--- src/rtl/ioapic_pkg.sv ---
// Shared types and constants for the I/O interrupt controller register window.
package ioapic_pkg;

	localparam int unsigned REDIRECT_WORDS_DEF = 48;

	// request types
	localparam logic [1:0] REQ_READ  = 2'd0;
	localparam logic [1:0] REQ_WRITE = 2'd1;
	localparam logic [1:0] REQ_QUERY = 2'd2;
	localparam logic [1:0] REQ_NONE  = 2'd3;

	// result status codes
	localparam logic [1:0] ST_OK          = 2'd0;
	localparam logic [1:0] ST_INVALID     = 2'd1;
	localparam logic [1:0] ST_UNSUPPORTED = 2'd2;
	localparam logic [1:0] ST_ACCESS      = 2'd3;

	// bus offsets
	localparam logic [11:0] OFS_SELECT = 12'h000;
	localparam logic [11:0] OFS_WINDOW = 12'h010;

	// select values
	localparam logic [31:0] SEL_ID             = 32'h0000_0000;
	localparam logic [31:0] SEL_VERSION        = 32'h0000_0001;
	localparam logic [31:0] SEL_ARB            = 32'h0000_0002;
	localparam logic [31:0] SEL_FIRST_REDIRECT = 32'h0000_0010;
	localparam logic [31:0] SEL_MAX_VALID      = 32'h0000_00FF;

	localparam logic [31:0] VERSION_CODE = 32'h0000_0011;

	typedef struct packed {
		logic [1:0]  req_type;
		logic [11:0] bus_offset;
		logic [31:0] write_data;
		logic        size_is_word;
		logic [4:0]  irq_index;
	} req_t;

	typedef struct packed {
		logic [31:0] read_data;
		logic [1:0]  status;
		logic [7:0]  vector;
	} rsp_t;

endpackage

--- src/rtl/ioapic_redir_table.sv ---
// Redirect word table: one write port, one registered read port, per-entry valid bits.
module ioapic_redir_table #(
	parameter int unsigned DEPTH = ioapic_pkg::REDIRECT_WORDS_DEF,
	localparam int unsigned AW = $clog2(DEPTH)
) (
	input  logic          clk,
	input  logic          arst_n,
	input  logic          we,
	input  logic [AW-1:0] waddr,
	input  logic [31:0]   wdata,
	input  logic [AW-1:0] raddr,
	output logic [31:0]   rdata
);
	import ioapic_pkg::*;

	logic [31:0]      mem [DEPTH];
	logic [DEPTH-1:0] valid_q;
	logic [31:0]      rdata_q;
	logic             hit_q;

	always_ff @(posedge clk) begin
		if (we) begin
			mem[waddr] <= wdata;
		end
		rdata_q <= mem[raddr];
	end

	// entries never written since reset read as zero
	always_ff @(posedge clk or negedge arst_n) begin
		if (!arst_n) begin
			valid_q <= '0;
			hit_q   <= 1'b0;
		end else begin
			if (we) begin
				valid_q[waddr] <= 1'b1;
			end
			hit_q <= valid_q[raddr];
		end
	end

	assign rdata = hit_q ? rdata_q : 32'h0;

endmodule

--- src/rtl/io_apic_register_window.sv ---
// Top level of the I/O interrupt controller indirect register window.
// Usage: a word is taken on every clock edge where start is high; busy is never
// raised, so one request per cycle is sustained. Each request gives exactly one
// result on rsp, marked by a one-cycle done strobe once it has passed the input
// register, the registered table read and the result register. Results come in
// request order and cannot be stalled. The redirect table has one read port
// shared by window reads and vector queries, and one write port.
module io_apic_register_window #(
	parameter int unsigned REDIRECT_WORDS = ioapic_pkg::REDIRECT_WORDS_DEF
) (
	input  logic              clk,
	input  logic              arst_n,
	input  logic              start,
	output logic              busy,
	input  ioapic_pkg::req_t  req,
	output logic              done,
	output ioapic_pkg::rsp_t  rsp
);
	import ioapic_pkg::*;

	localparam int unsigned AW = $clog2(REDIRECT_WORDS);
	localparam logic [31:0] VERSION_WORD =
		(32'(REDIRECT_WORDS / 2 - 1) << 16) | VERSION_CODE;

	// stage 1: registered request
	logic        valid_s1;
	req_t        req_s1;

	// architectural registers
	logic [31:0] select_q;
	logic [31:0] id_q;

	// stage 2: decoded result awaiting table data
	logic        valid_s2;
	logic [1:0]  status_s2;
	logic [31:0] rd_fix_s2;
	logic        rd_mem_s2;
	logic        vec_mem_s2;

	// result register
	logic        done_q;
	rsp_t        rsp_q;

	// decode
	logic        is_write;
	logic        is_word;
	logic [31:0] sel_off;
	logic        sel_in_table;
	logic [5:0]  q_idx;
	logic        q_in_table;
	logic [1:0]  status_d;
	logic [31:0] rd_fix_d;
	logic        rd_mem_d;
	logic        vec_mem_d;
	logic        sel_we;
	logic        id_we;
	logic        tbl_we;
	logic [AW-1:0] tbl_raddr;
	logic [31:0] tbl_rdata;

	assign busy = 1'b0;

	always_ff @(posedge clk or negedge arst_n) begin
		if (!arst_n) begin
			valid_s1 <= 1'b0;
		end else begin
			valid_s1 <= start;
		end
	end

	always_ff @(posedge clk) begin
		if (start) begin
			req_s1 <= req;
		end
	end

	assign is_write     = (req_s1.req_type == REQ_WRITE);
	assign is_word      = req_s1.size_is_word;
	assign sel_off      = select_q - SEL_FIRST_REDIRECT;
	assign sel_in_table = (select_q >= SEL_FIRST_REDIRECT) &&
		(sel_off < 32'(REDIRECT_WORDS));
	assign q_idx        = {req_s1.irq_index, 1'b0};
	assign q_in_table   = (32'(q_idx) < 32'(REDIRECT_WORDS));

	always_comb begin
		status_d  = ST_OK;
		rd_fix_d  = 32'h0;
		rd_mem_d  = 1'b0;
		vec_mem_d = 1'b0;
		sel_we    = 1'b0;
		id_we     = 1'b0;
		tbl_we    = 1'b0;
		priority if (req_s1.req_type == REQ_QUERY) begin
			vec_mem_d = q_in_table;
		end else if (req_s1.req_type == REQ_NONE) begin
			status_d = ST_UNSUPPORTED;
		end else if (req_s1.bus_offset == OFS_SELECT) begin
			if (!is_write || !is_word) begin
				status_d = ST_ACCESS;
			end else begin
				sel_we   = 1'b1;
				status_d = (req_s1.write_data > SEL_MAX_VALID) ? ST_INVALID : ST_OK;
			end
		end else if (req_s1.bus_offset == OFS_WINDOW) begin
			priority if (select_q == SEL_ID) begin
				if (!is_word) begin
					status_d = ST_ACCESS;
				end else if (is_write) begin
					id_we = 1'b1;
				end else begin
					rd_fix_d = id_q;
				end
			end else if (select_q == SEL_VERSION) begin
				if (!is_word || is_write) begin
					status_d = ST_ACCESS;
				end else begin
					rd_fix_d = VERSION_WORD;
				end
			end else if (select_q == SEL_ARB) begin
				if (!is_word || is_write) begin
					status_d = ST_ACCESS;
				end
			end else if (sel_in_table) begin
				if (!is_word) begin
					status_d = ST_ACCESS;
				end else if (is_write) begin
					tbl_we = 1'b1;
				end else begin
					rd_mem_d = 1'b1;
				end
			end else begin
				status_d = ST_UNSUPPORTED;
			end
		end else begin
			status_d = ST_UNSUPPORTED;
		end
	end

	assign tbl_raddr = (req_s1.req_type == REQ_QUERY) ? AW'(q_idx) : AW'(sel_off);

	ioapic_redir_table #(
		.DEPTH(REDIRECT_WORDS)
	) u_table (
		.clk   (clk),
		.arst_n(arst_n),
		.we    (valid_s1 && tbl_we),
		.waddr (AW'(sel_off)),
		.wdata (req_s1.write_data),
		.raddr (tbl_raddr),
		.rdata (tbl_rdata)
	);

	always_ff @(posedge clk or negedge arst_n) begin
		if (!arst_n) begin
			select_q <= 32'h0;
			id_q     <= 32'h0;
			valid_s2 <= 1'b0;
			done_q   <= 1'b0;
		end else begin
			if (valid_s1 && sel_we) begin
				select_q <= req_s1.write_data;
			end
			if (valid_s1 && id_we) begin
				id_q <= req_s1.write_data;
			end
			valid_s2 <= valid_s1;
			done_q   <= valid_s2;
		end
	end

	always_ff @(posedge clk) begin
		status_s2  <= status_d;
		rd_fix_s2  <= rd_fix_d;
		rd_mem_s2  <= rd_mem_d;
		vec_mem_s2 <= vec_mem_d;
		rsp_q.read_data <= rd_mem_s2 ? tbl_rdata : rd_fix_s2;
		rsp_q.status    <= status_s2;
		rsp_q.vector    <= vec_mem_s2 ? tbl_rdata[7:0] : 8'h00;
	end

	assign done = done_q;
	assign rsp  = rsp_q;

`ifndef NO_ASSERTIONS
	a_latency: assert property (@(posedge clk) disable iff (!arst_n)
		done |-> $past(start && !busy, 3))
		else $error("result word without a matching request");

	a_err_no_data: assert property (@(posedge clk) disable iff (!arst_n)
		done && (rsp.status != ST_OK) |-> (rsp.read_data == 32'h0))
		else $error("read data returned with error status");

	a_vec_query: assert property (@(posedge clk) disable iff (!arst_n)
		done && (rsp.vector != 8'h00) |-> (rsp.status == ST_OK) && (rsp.read_data == 32'h0))
		else $error("vector returned outside a query");

	a_one_write: assert property (@(posedge clk) disable iff (!arst_n)
		valid_s1 |-> $countones({sel_we, id_we, tbl_we}) <= 1)
		else $error("more than one register written by one request");

	a_tbl_sel: assert property (@(posedge clk) disable iff (!arst_n)
		valid_s1 && tbl_we |=> $stable(select_q) && $stable(id_q))
		else $error("select or ID changed by a table write");
`endif

endmodule
--- config.mk ---
export PLATFORM = sky130hd
export DESIGN_NAME = io_apic_register_window
export DESIGN_NICKNAME = d
export VERILOG_FILES = /design/src/rtl/ioapic_pkg.sv /design/src/rtl/ioapic_redir_table.sv /design/src/rtl/io_apic_register_window.sv
export SDC_FILE = /design/constraint.sdc
export NUM_CORES = 2
export LEC_CHECK = 0
export CAP_MARGIN = 20
export CELL_PAD_IN_SITES_DETAIL_PLACEMENT = 0
export CELL_PAD_IN_SITES_GLOBAL_PLACEMENT = 1
export CORE_AREA = 3 3 398 400
export CTS_BUF_LIST = sky130_fd_sc_hd__clkbuf_4
export DETAILED_ROUTE_END_ITERATION = 12
export DIE_AREA = 0 0 401 403
export DONT_BUFFER_PORTS = 1
export PLACE_DENSITY_LB_ADDON = 0.1
export SKIP_LAST_GASP = 1
export SYNTH_ARGS = -nofsm -noshare
export SYNTH_HDL_FRONTEND = slang
export SYNTH_SLANG_ARGS = --single-unit
--- constraint.sdc ---
create_clock -name clk -period 5.3 [get_ports clk]
set_clock_uncertainty 0.2 [all_clocks]
set_input_delay 1.325 -clock clk [delete_from_list [all_inputs] [get_ports clk]]
set_output_delay 1.325 -clock clk [all_outputs]
set_load 0.01 [all_outputs]
* Word-level counts from Yosys, hierarchy flattened
Memory sizes are Yosys's and may differ from the RTL's. A register that Yosys moved wholly into a read port is not among the register bits.
Index checks and enable logic that the tools add are counted.
** Word-level totals
- Register bits :: 246
- Latch bits :: 0
- Memory bits (writable) :: 1536
- ROM bits :: 0
- Input port bits :: 55
- Output and inout bits :: 44
- Word-level logic and storage cells :: 98
- Memories kept :: 1
** Operators by class
- $add $sub $neg :: 1
- $mul :: 0
- Div/mod/pow operators :: 0
- $lt $le $gt $ge :: 7
- Equal/unequal tests :: 6
- Shift-type cells :: 0
- Multiplexer cells :: 45
- Bitwise gates (word level) :: 4
- Reductions and logical operators :: 14
** Memory list
- u_table.mem :: words 48, width 32, read ports 1, clocked after memory_dff 1, wr ports 1, RTL line ioapic_redir_table.sv:16 : logic [31:0] mem [DEPTH];
** Operators by type and width (count)
- 2-to-1 mux 32 bit :: 5
- bitwise OR 48 bit :: 1
- 2-to-1 mux 21 bit :: 2
- equality test 32 x 1 -> 1 bit, second input constant :: 1
- equality test 32 x 2 -> 1 bit, second input constant :: 1
- greater-or-equal comparator 32 x 5 -> 1 bit, second input constant :: 1
- greater-than comparator 32 x 8 -> 1 bit, second input constant :: 1
- zero test 32 bit :: 1
- less-than comparator 32 x 6 -> 1 bit, second input constant :: 1
- subtractor 32 x 5 -> 32 bit, second input constant :: 1
- 2-to-1 mux 1 bit :: 25
- 2-to-1 mux 2 bit :: 10
- less-than comparator 6 x 7 -> 1 bit, second input constant :: 2
- equality test 12 x 5 -> 1 bit, second input constant :: 1
- zero test 12 bit :: 1
- OR reduction 9 bit :: 1
- binary-select mux 1 bit (select 6 bit) :: 1
- demux 1 bit (select 6 bit) :: 1
- greater-or-equal comparator 6 x 1 -> 1 bit, second input constant :: 1
- less-than comparator 6 bit, second input constant :: 1
- 2-to-1 mux 6 bit :: 1
- logical AND 1 bit :: 5
- equality test 2 bit, second input constant :: 2
- OR reduction 4 bit :: 1
- other kinds (5) :: 9

* Longest topological paths before layout
- Depth after elaboration :: 14
- Depth in mapped cells :: 12

* By module
Synthesis repeated with hierarchy kept, for this count alone.
** Unflattened totals
- Cell total of the unflattened synthesis :: 3578
- Area total of the unflattened synthesis :: 69464.1 µm²
** By module, submodules not included
- ioapic_redir_table :: times used 1, cells an instance 3079, area an instance 62204.7 µm², sequential area each 47991.0 µm²
- io_apic_register_window :: times used 1, cells an instance 499, area an instance 7259.5 µm², sequential area each 4799.6 µm²

* Least setup slack after synthesis
No wires, ideal clock.
- Kind :: register -> register
- Start :: register select_q[4]
- End :: memory u_table.mem[9][0], enable pin
- Library setup time :: 421 ps
- Arrival :: 3782 ps
- Required time :: 4679 ps
- Slack :: 897 ps
- Cell stages (with the launch flop) :: 13
- Path buffers :: 3
- Path through :: dfrtp_1 -> inv_1 -> ha_1 -> nor4b_4 -> and4_1 -> buf_2 -> and4_1 -> nor3_1 -> nor4_4 -> nand4_1 -> buf_2 -> buf_2 -> nor2_1
** Between the ends
- Word-level cells in the longest chain between the ends :: 14
** Ends and longest elaborated chain
- start: declaration :: RTL line io_apic_register_window.sv:30 : logic [31:0] select_q;
- start signal: assignment :: RTL line io_apic_register_window.sv:161 : select_q <= req_s1.write_data;
- subtractor 32 x 5 -> 32 bit :: RTL line io_apic_register_window.sv:79 : assign sel_off = select_q - SEL_FIRST_REDIRECT;
- less-than comparator 32 x 6 -> 1 bit :: RTL line io_apic_register_window.sv:81 : (sel_off < 32'(REDIRECT_WORDS));
- logical AND 1 bit :: RTL line io_apic_register_window.sv:80 : assign sel_in_table = (select_q >= SEL_FIRST_REDIRECT) &&
- 2-to-1 mux 1 bit :: RTL line io_apic_register_window.sv:123 : end else if (sel_in_table) begin
- 2-to-1 mux 1 bit :: RTL line io_apic_register_window.sv:119 : end else if (select_q == SEL_ARB) begin
- 2-to-1 mux 1 bit :: RTL line io_apic_register_window.sv:113 : end else if (select_q == SEL_VERSION) begin
- 2-to-1 mux 1 bit :: RTL line io_apic_register_window.sv:105 : priority if (select_q == SEL_ID) begin
- 2-to-1 mux 1 bit :: RTL line io_apic_register_window.sv:104 : end else if (req_s1.bus_offset == OFS_WINDOW) begin
- 2-to-1 mux 1 bit :: RTL line io_apic_register_window.sv:97 : end else if (req_s1.bus_offset == OFS_SELECT) begin
- 2-to-1 mux 1 bit :: RTL line io_apic_register_window.sv:95 : end else if (req_s1.req_type == REQ_NONE) begin
- 2-to-1 mux 1 bit :: RTL line io_apic_register_window.sv:93 : priority if (req_s1.req_type == REQ_QUERY) begin
- logical AND 1 bit :: RTL line io_apic_register_window.sv:146 : .we (valid_s1 && tbl_we),
- 2-to-1 mux 1 bit :: RTL line ioapic_redir_table.sv:22 : if (we) begin
- 2-to-1 mux 1 bit (not written as such) :: RTL line ioapic_redir_table.sv:23 : mem[waddr] <= wdata;
- end: declaration :: RTL line ioapic_redir_table.sv:16
Several ways; a longest one is shown, not always the timed one.

* Worst setup path in the final report
- Start :: register select_q[4]
- End :: memory u_table.mem[22][5], enable pin
The elaborated chain is that of the path after synthesis.

==> run summary <==
CTS tree -> built
Syn Nets -> 4,056
Vias -> 38,400
First-pass GRT wire length -> 279 mm
Number of remaining DRC errors -> 0
Met3 wire len -> 15.6 mm
Final #Nets -> 4,519
Setup bufs post-CTS -> 0
CP Buf/Inv Count -> 3
Tightest Pin Transition -> 1230 ps
Largest net degree at the start of global routing -> 117
Routed met2 length -> 91.5 mm
Avg Cell Area, Syn -> 17.5 um^2
Largest family of logic cells by synthesized area -> multiplexers
Gr ovfl total -> 0
Core area -> 0.156 mm^2
Setup violators final -> 0
CP endpoint kind -> flop
Most frequent CP cell -> and4_1
Number of flops mapped to enable cells by yosys -> 1,588
CP Max Fanout -> 48
Area grow syn2layout -> 14.5%
Startpoint types -> flop
IO buf count -> 0
Skew-Pair Late Insertion Delay -> 1370 ps
Final hold violations -> 0
Peak supply drop -> 0.000224 V
CP Cell Sequence -> inv_1, ha_1, nor4b_4, and4_1, and4_1, nor3_1, nor4_4, nand4b_1, buf_12, nor2_4, buf_4
CTS Buffer Depth -> 4
Yosys warnings -> 0
Post-synthesis async set-or-reset flop share -> 6.39%
Power density of the placed cells -> 363 mW/mm^2
Initial detailed-routing violation count -> 4,009
Mux contribution to synthesized area -> 12.5%
Top post-synthesis cells by count -> edfxtp_1, nand2_1, mux4_2
FILL cells -> 13,100
Status -> finished, final reports clean
Post-layout min period -> 4680 ps
Max-slew violations -> 0
XOR/XNOR Fraction of Synth Area -> 0.0377%
Final GP Congestion -> 0.799
Distinct cell type count after synthesis -> 65
DRT met1 WL -> 83.4 mm
Tot GR Track Use -> 24.2%
Placement Rows -> 145
Root buffer cell -> clkbuf_4
Layout cells sized above 1 -> 27.9%
Cell taking the most area after synthesis -> edfxtp_1
Critical Path RT -> 6080 ps
Top sig layer -> met5
Critical Path AT -> 5460 ps
Final setup TNS -> 0 ps
WL per Instance -> 28.4 um
Post-CTS Resized -> 0
Antenna Nets Post-Route -> 0
Number of CTS-inserted buffers -> 472
Slew margin rel. -> 17.5%
Top cells by area, synth -> edfxtp_1, mux4_2, dfrtp_1
Initial Util -> 44.8%
Adder and majority cell fraction of the synthesized area -> 0.0718%
Pleak -> 27.3 nW
Die W -> 401 um
Post-DP HPWL -> 113 mm
Prevailing post-synth register cell -> edfxtp_1
CP delay by family, top -> simple AND/OR/NAND/NOR gates
Final std cells w/o fill -> 6,876
Post-synth top area share -> 68.4%
Maximum Capacitance Violations -> 0
Max Fclk -> 214 MHz
Post-synthesis sequential element count -> 1,814
WL final -> 195 mm
Critical-path top delay cell -> nor2_4
Initial antenna violation count -> 26
Drt via density -> 5.58
Number of global-route vias before repair -> 39,100
Crit path kind -> flop to flop
DRT Pass-1 Iters -> 5
Mapped Area -> 0.0698 mm^2
H-tree levels -> 5
Sink Count -> 1,814
Seq/Total Area, Yosys -> 75.7%
Synth Area in Compound Gates -> 3.40%
RSZ-0062 raised after global routing -> false
Period utilisation layout -> 88.2%
Cells after DPL -> 5,985
HP Class -> flop to flop
Mapped Cells -> 3,997
Simple-gate area share of the yosys netlist -> 6.65%
Io pins -> 99
Count leader, synth -> edfxtp_1
CP peak stage delay -> 850 ps
Clock transition at the registers of the reported paths -> 60 ps
Die H -> 403 um
Die Area -> 0.162 mm^2
-- sequential cells by signal (all words and copies together) (netlist names) --
register and cells:
valid_s2 1, id_q 32, rsp 42, rd_mem_s2 1, u_table.mem 1536, is_word 1, u_table.hit_q 1, q_idx 5
rd_fix_s2 32, status_s2 2, done 1, valid_s1 1, u_table.rdata_q 32, vec_mem_s2 1, u_table.valid_q 48, select_q 32
req_s1 46
-- worst paths after layout --
path	slack (ps)	end	start	depth (start not counted)
max in group asynchronous	3890	select_q[29]	arst_n	2
min reg2reg	130	rsp[9]	status_s2[1]	0
min	130	rsp[9]	status_s2[1]	0
min in group asynchronous	520	u_table.valid_q[47]	arst_n	2
max reg2reg	620	u_table.mem[22][5]	select_q[4]	11
max	620	u_table.mem[22][5]	select_q[4]	11
-- per-layer routing --
layer  vias to the layer above  GRT usage, %
li1                      16800             -
met5                         -             0
met2                      1390          37.0
met3                       308          6.58
met1                     19900          33.8
met4                         4          8.18
-- report_power, final --
| part | internal [mW] | switching (mW) | total [mW] | leakage, nW |
|---|---|---|---|---|
| logic | 0.327 | 0.978 | 1.31 | 6.88 |
| clock network | 6.35 | 5.52 | 11.9 | 3.56 |
| registers | 15.7 | 0.0830 | 15.8 | 16.8 |
| total | 22.4 | 6.58 | 29.0 | 27.3 |
-- per-stage QoR --
step	power [mW]	util, %	worst slack [ps]	hold WS (ps)	area, um^2
2_1_floorplan	16.6	-	897	110	69800
3_5_place_dp	17.3	47.1	696	115	73300
3_3_place_gp	17.3	47.1	752	115	73300
5_1_grt	30.2	51.3	475	142	79800
4_1_cts	29.3	51.2	648	137	79800
6_report	29.0	51.3	623	133	79900
-- kinds of logic (layout without fill, tap and decap cells) --
group,after synthesis,count (layout)
xor+xnor,3,3
other cells,1,18
mux,499,499
buf+inv,272,1076
fa+ha+maj,4,4
compound gates,372,372
simple gates,1032,1032
flops,1814,1814
-- layout by cell type (no fill, tap or decap), drive strengths merged, types with 21 or more instances in the layout --
cell type / synthesis / routed
a21oi: 135 / 135
and2: 29 / 29
and3: 74 / 74
buf: 113 / 168
clkbuf: 121 / 740
clkinv: 0 / 69
dfrtp: 116 / 116
dfxtp: 110 / 110
dlygate4sd3: 0 / 54
edfxtp: 1588 / 1588
inv: 38 / 40
mux2: 63 / 63
mux2i: 146 / 146
mux4: 290 / 290
nand2: 630 / 630
nand3: 156 / 156
nor2: 63 / 63
nor4: 21 / 21
o211ai: 64 / 64
o21ai: 42 / 42
o21bai: 76 / 76
o31ai: 34 / 34
-- layout make-up --
cell class,instances,area (um^2),area share [%]
diodes,17,42.5,0.0533
well taps,2058,2570,3.22
flip-flops and latches,1814,52800,66.1
inverters,38,143,0.179
clock buffers,739,5550,6.95
clock inverters,76,355,0.445
multi-input cells,1911,16200,20.3
repair buffers,223,2170,2.72
-- repair_timing --
item                                   in CTS  in global routing
endpoints found under the hold margin     221                  0
hold buffers                               56                  0
setup endpoints to repair                   0                  0
(Power assumes the default switching activity.)
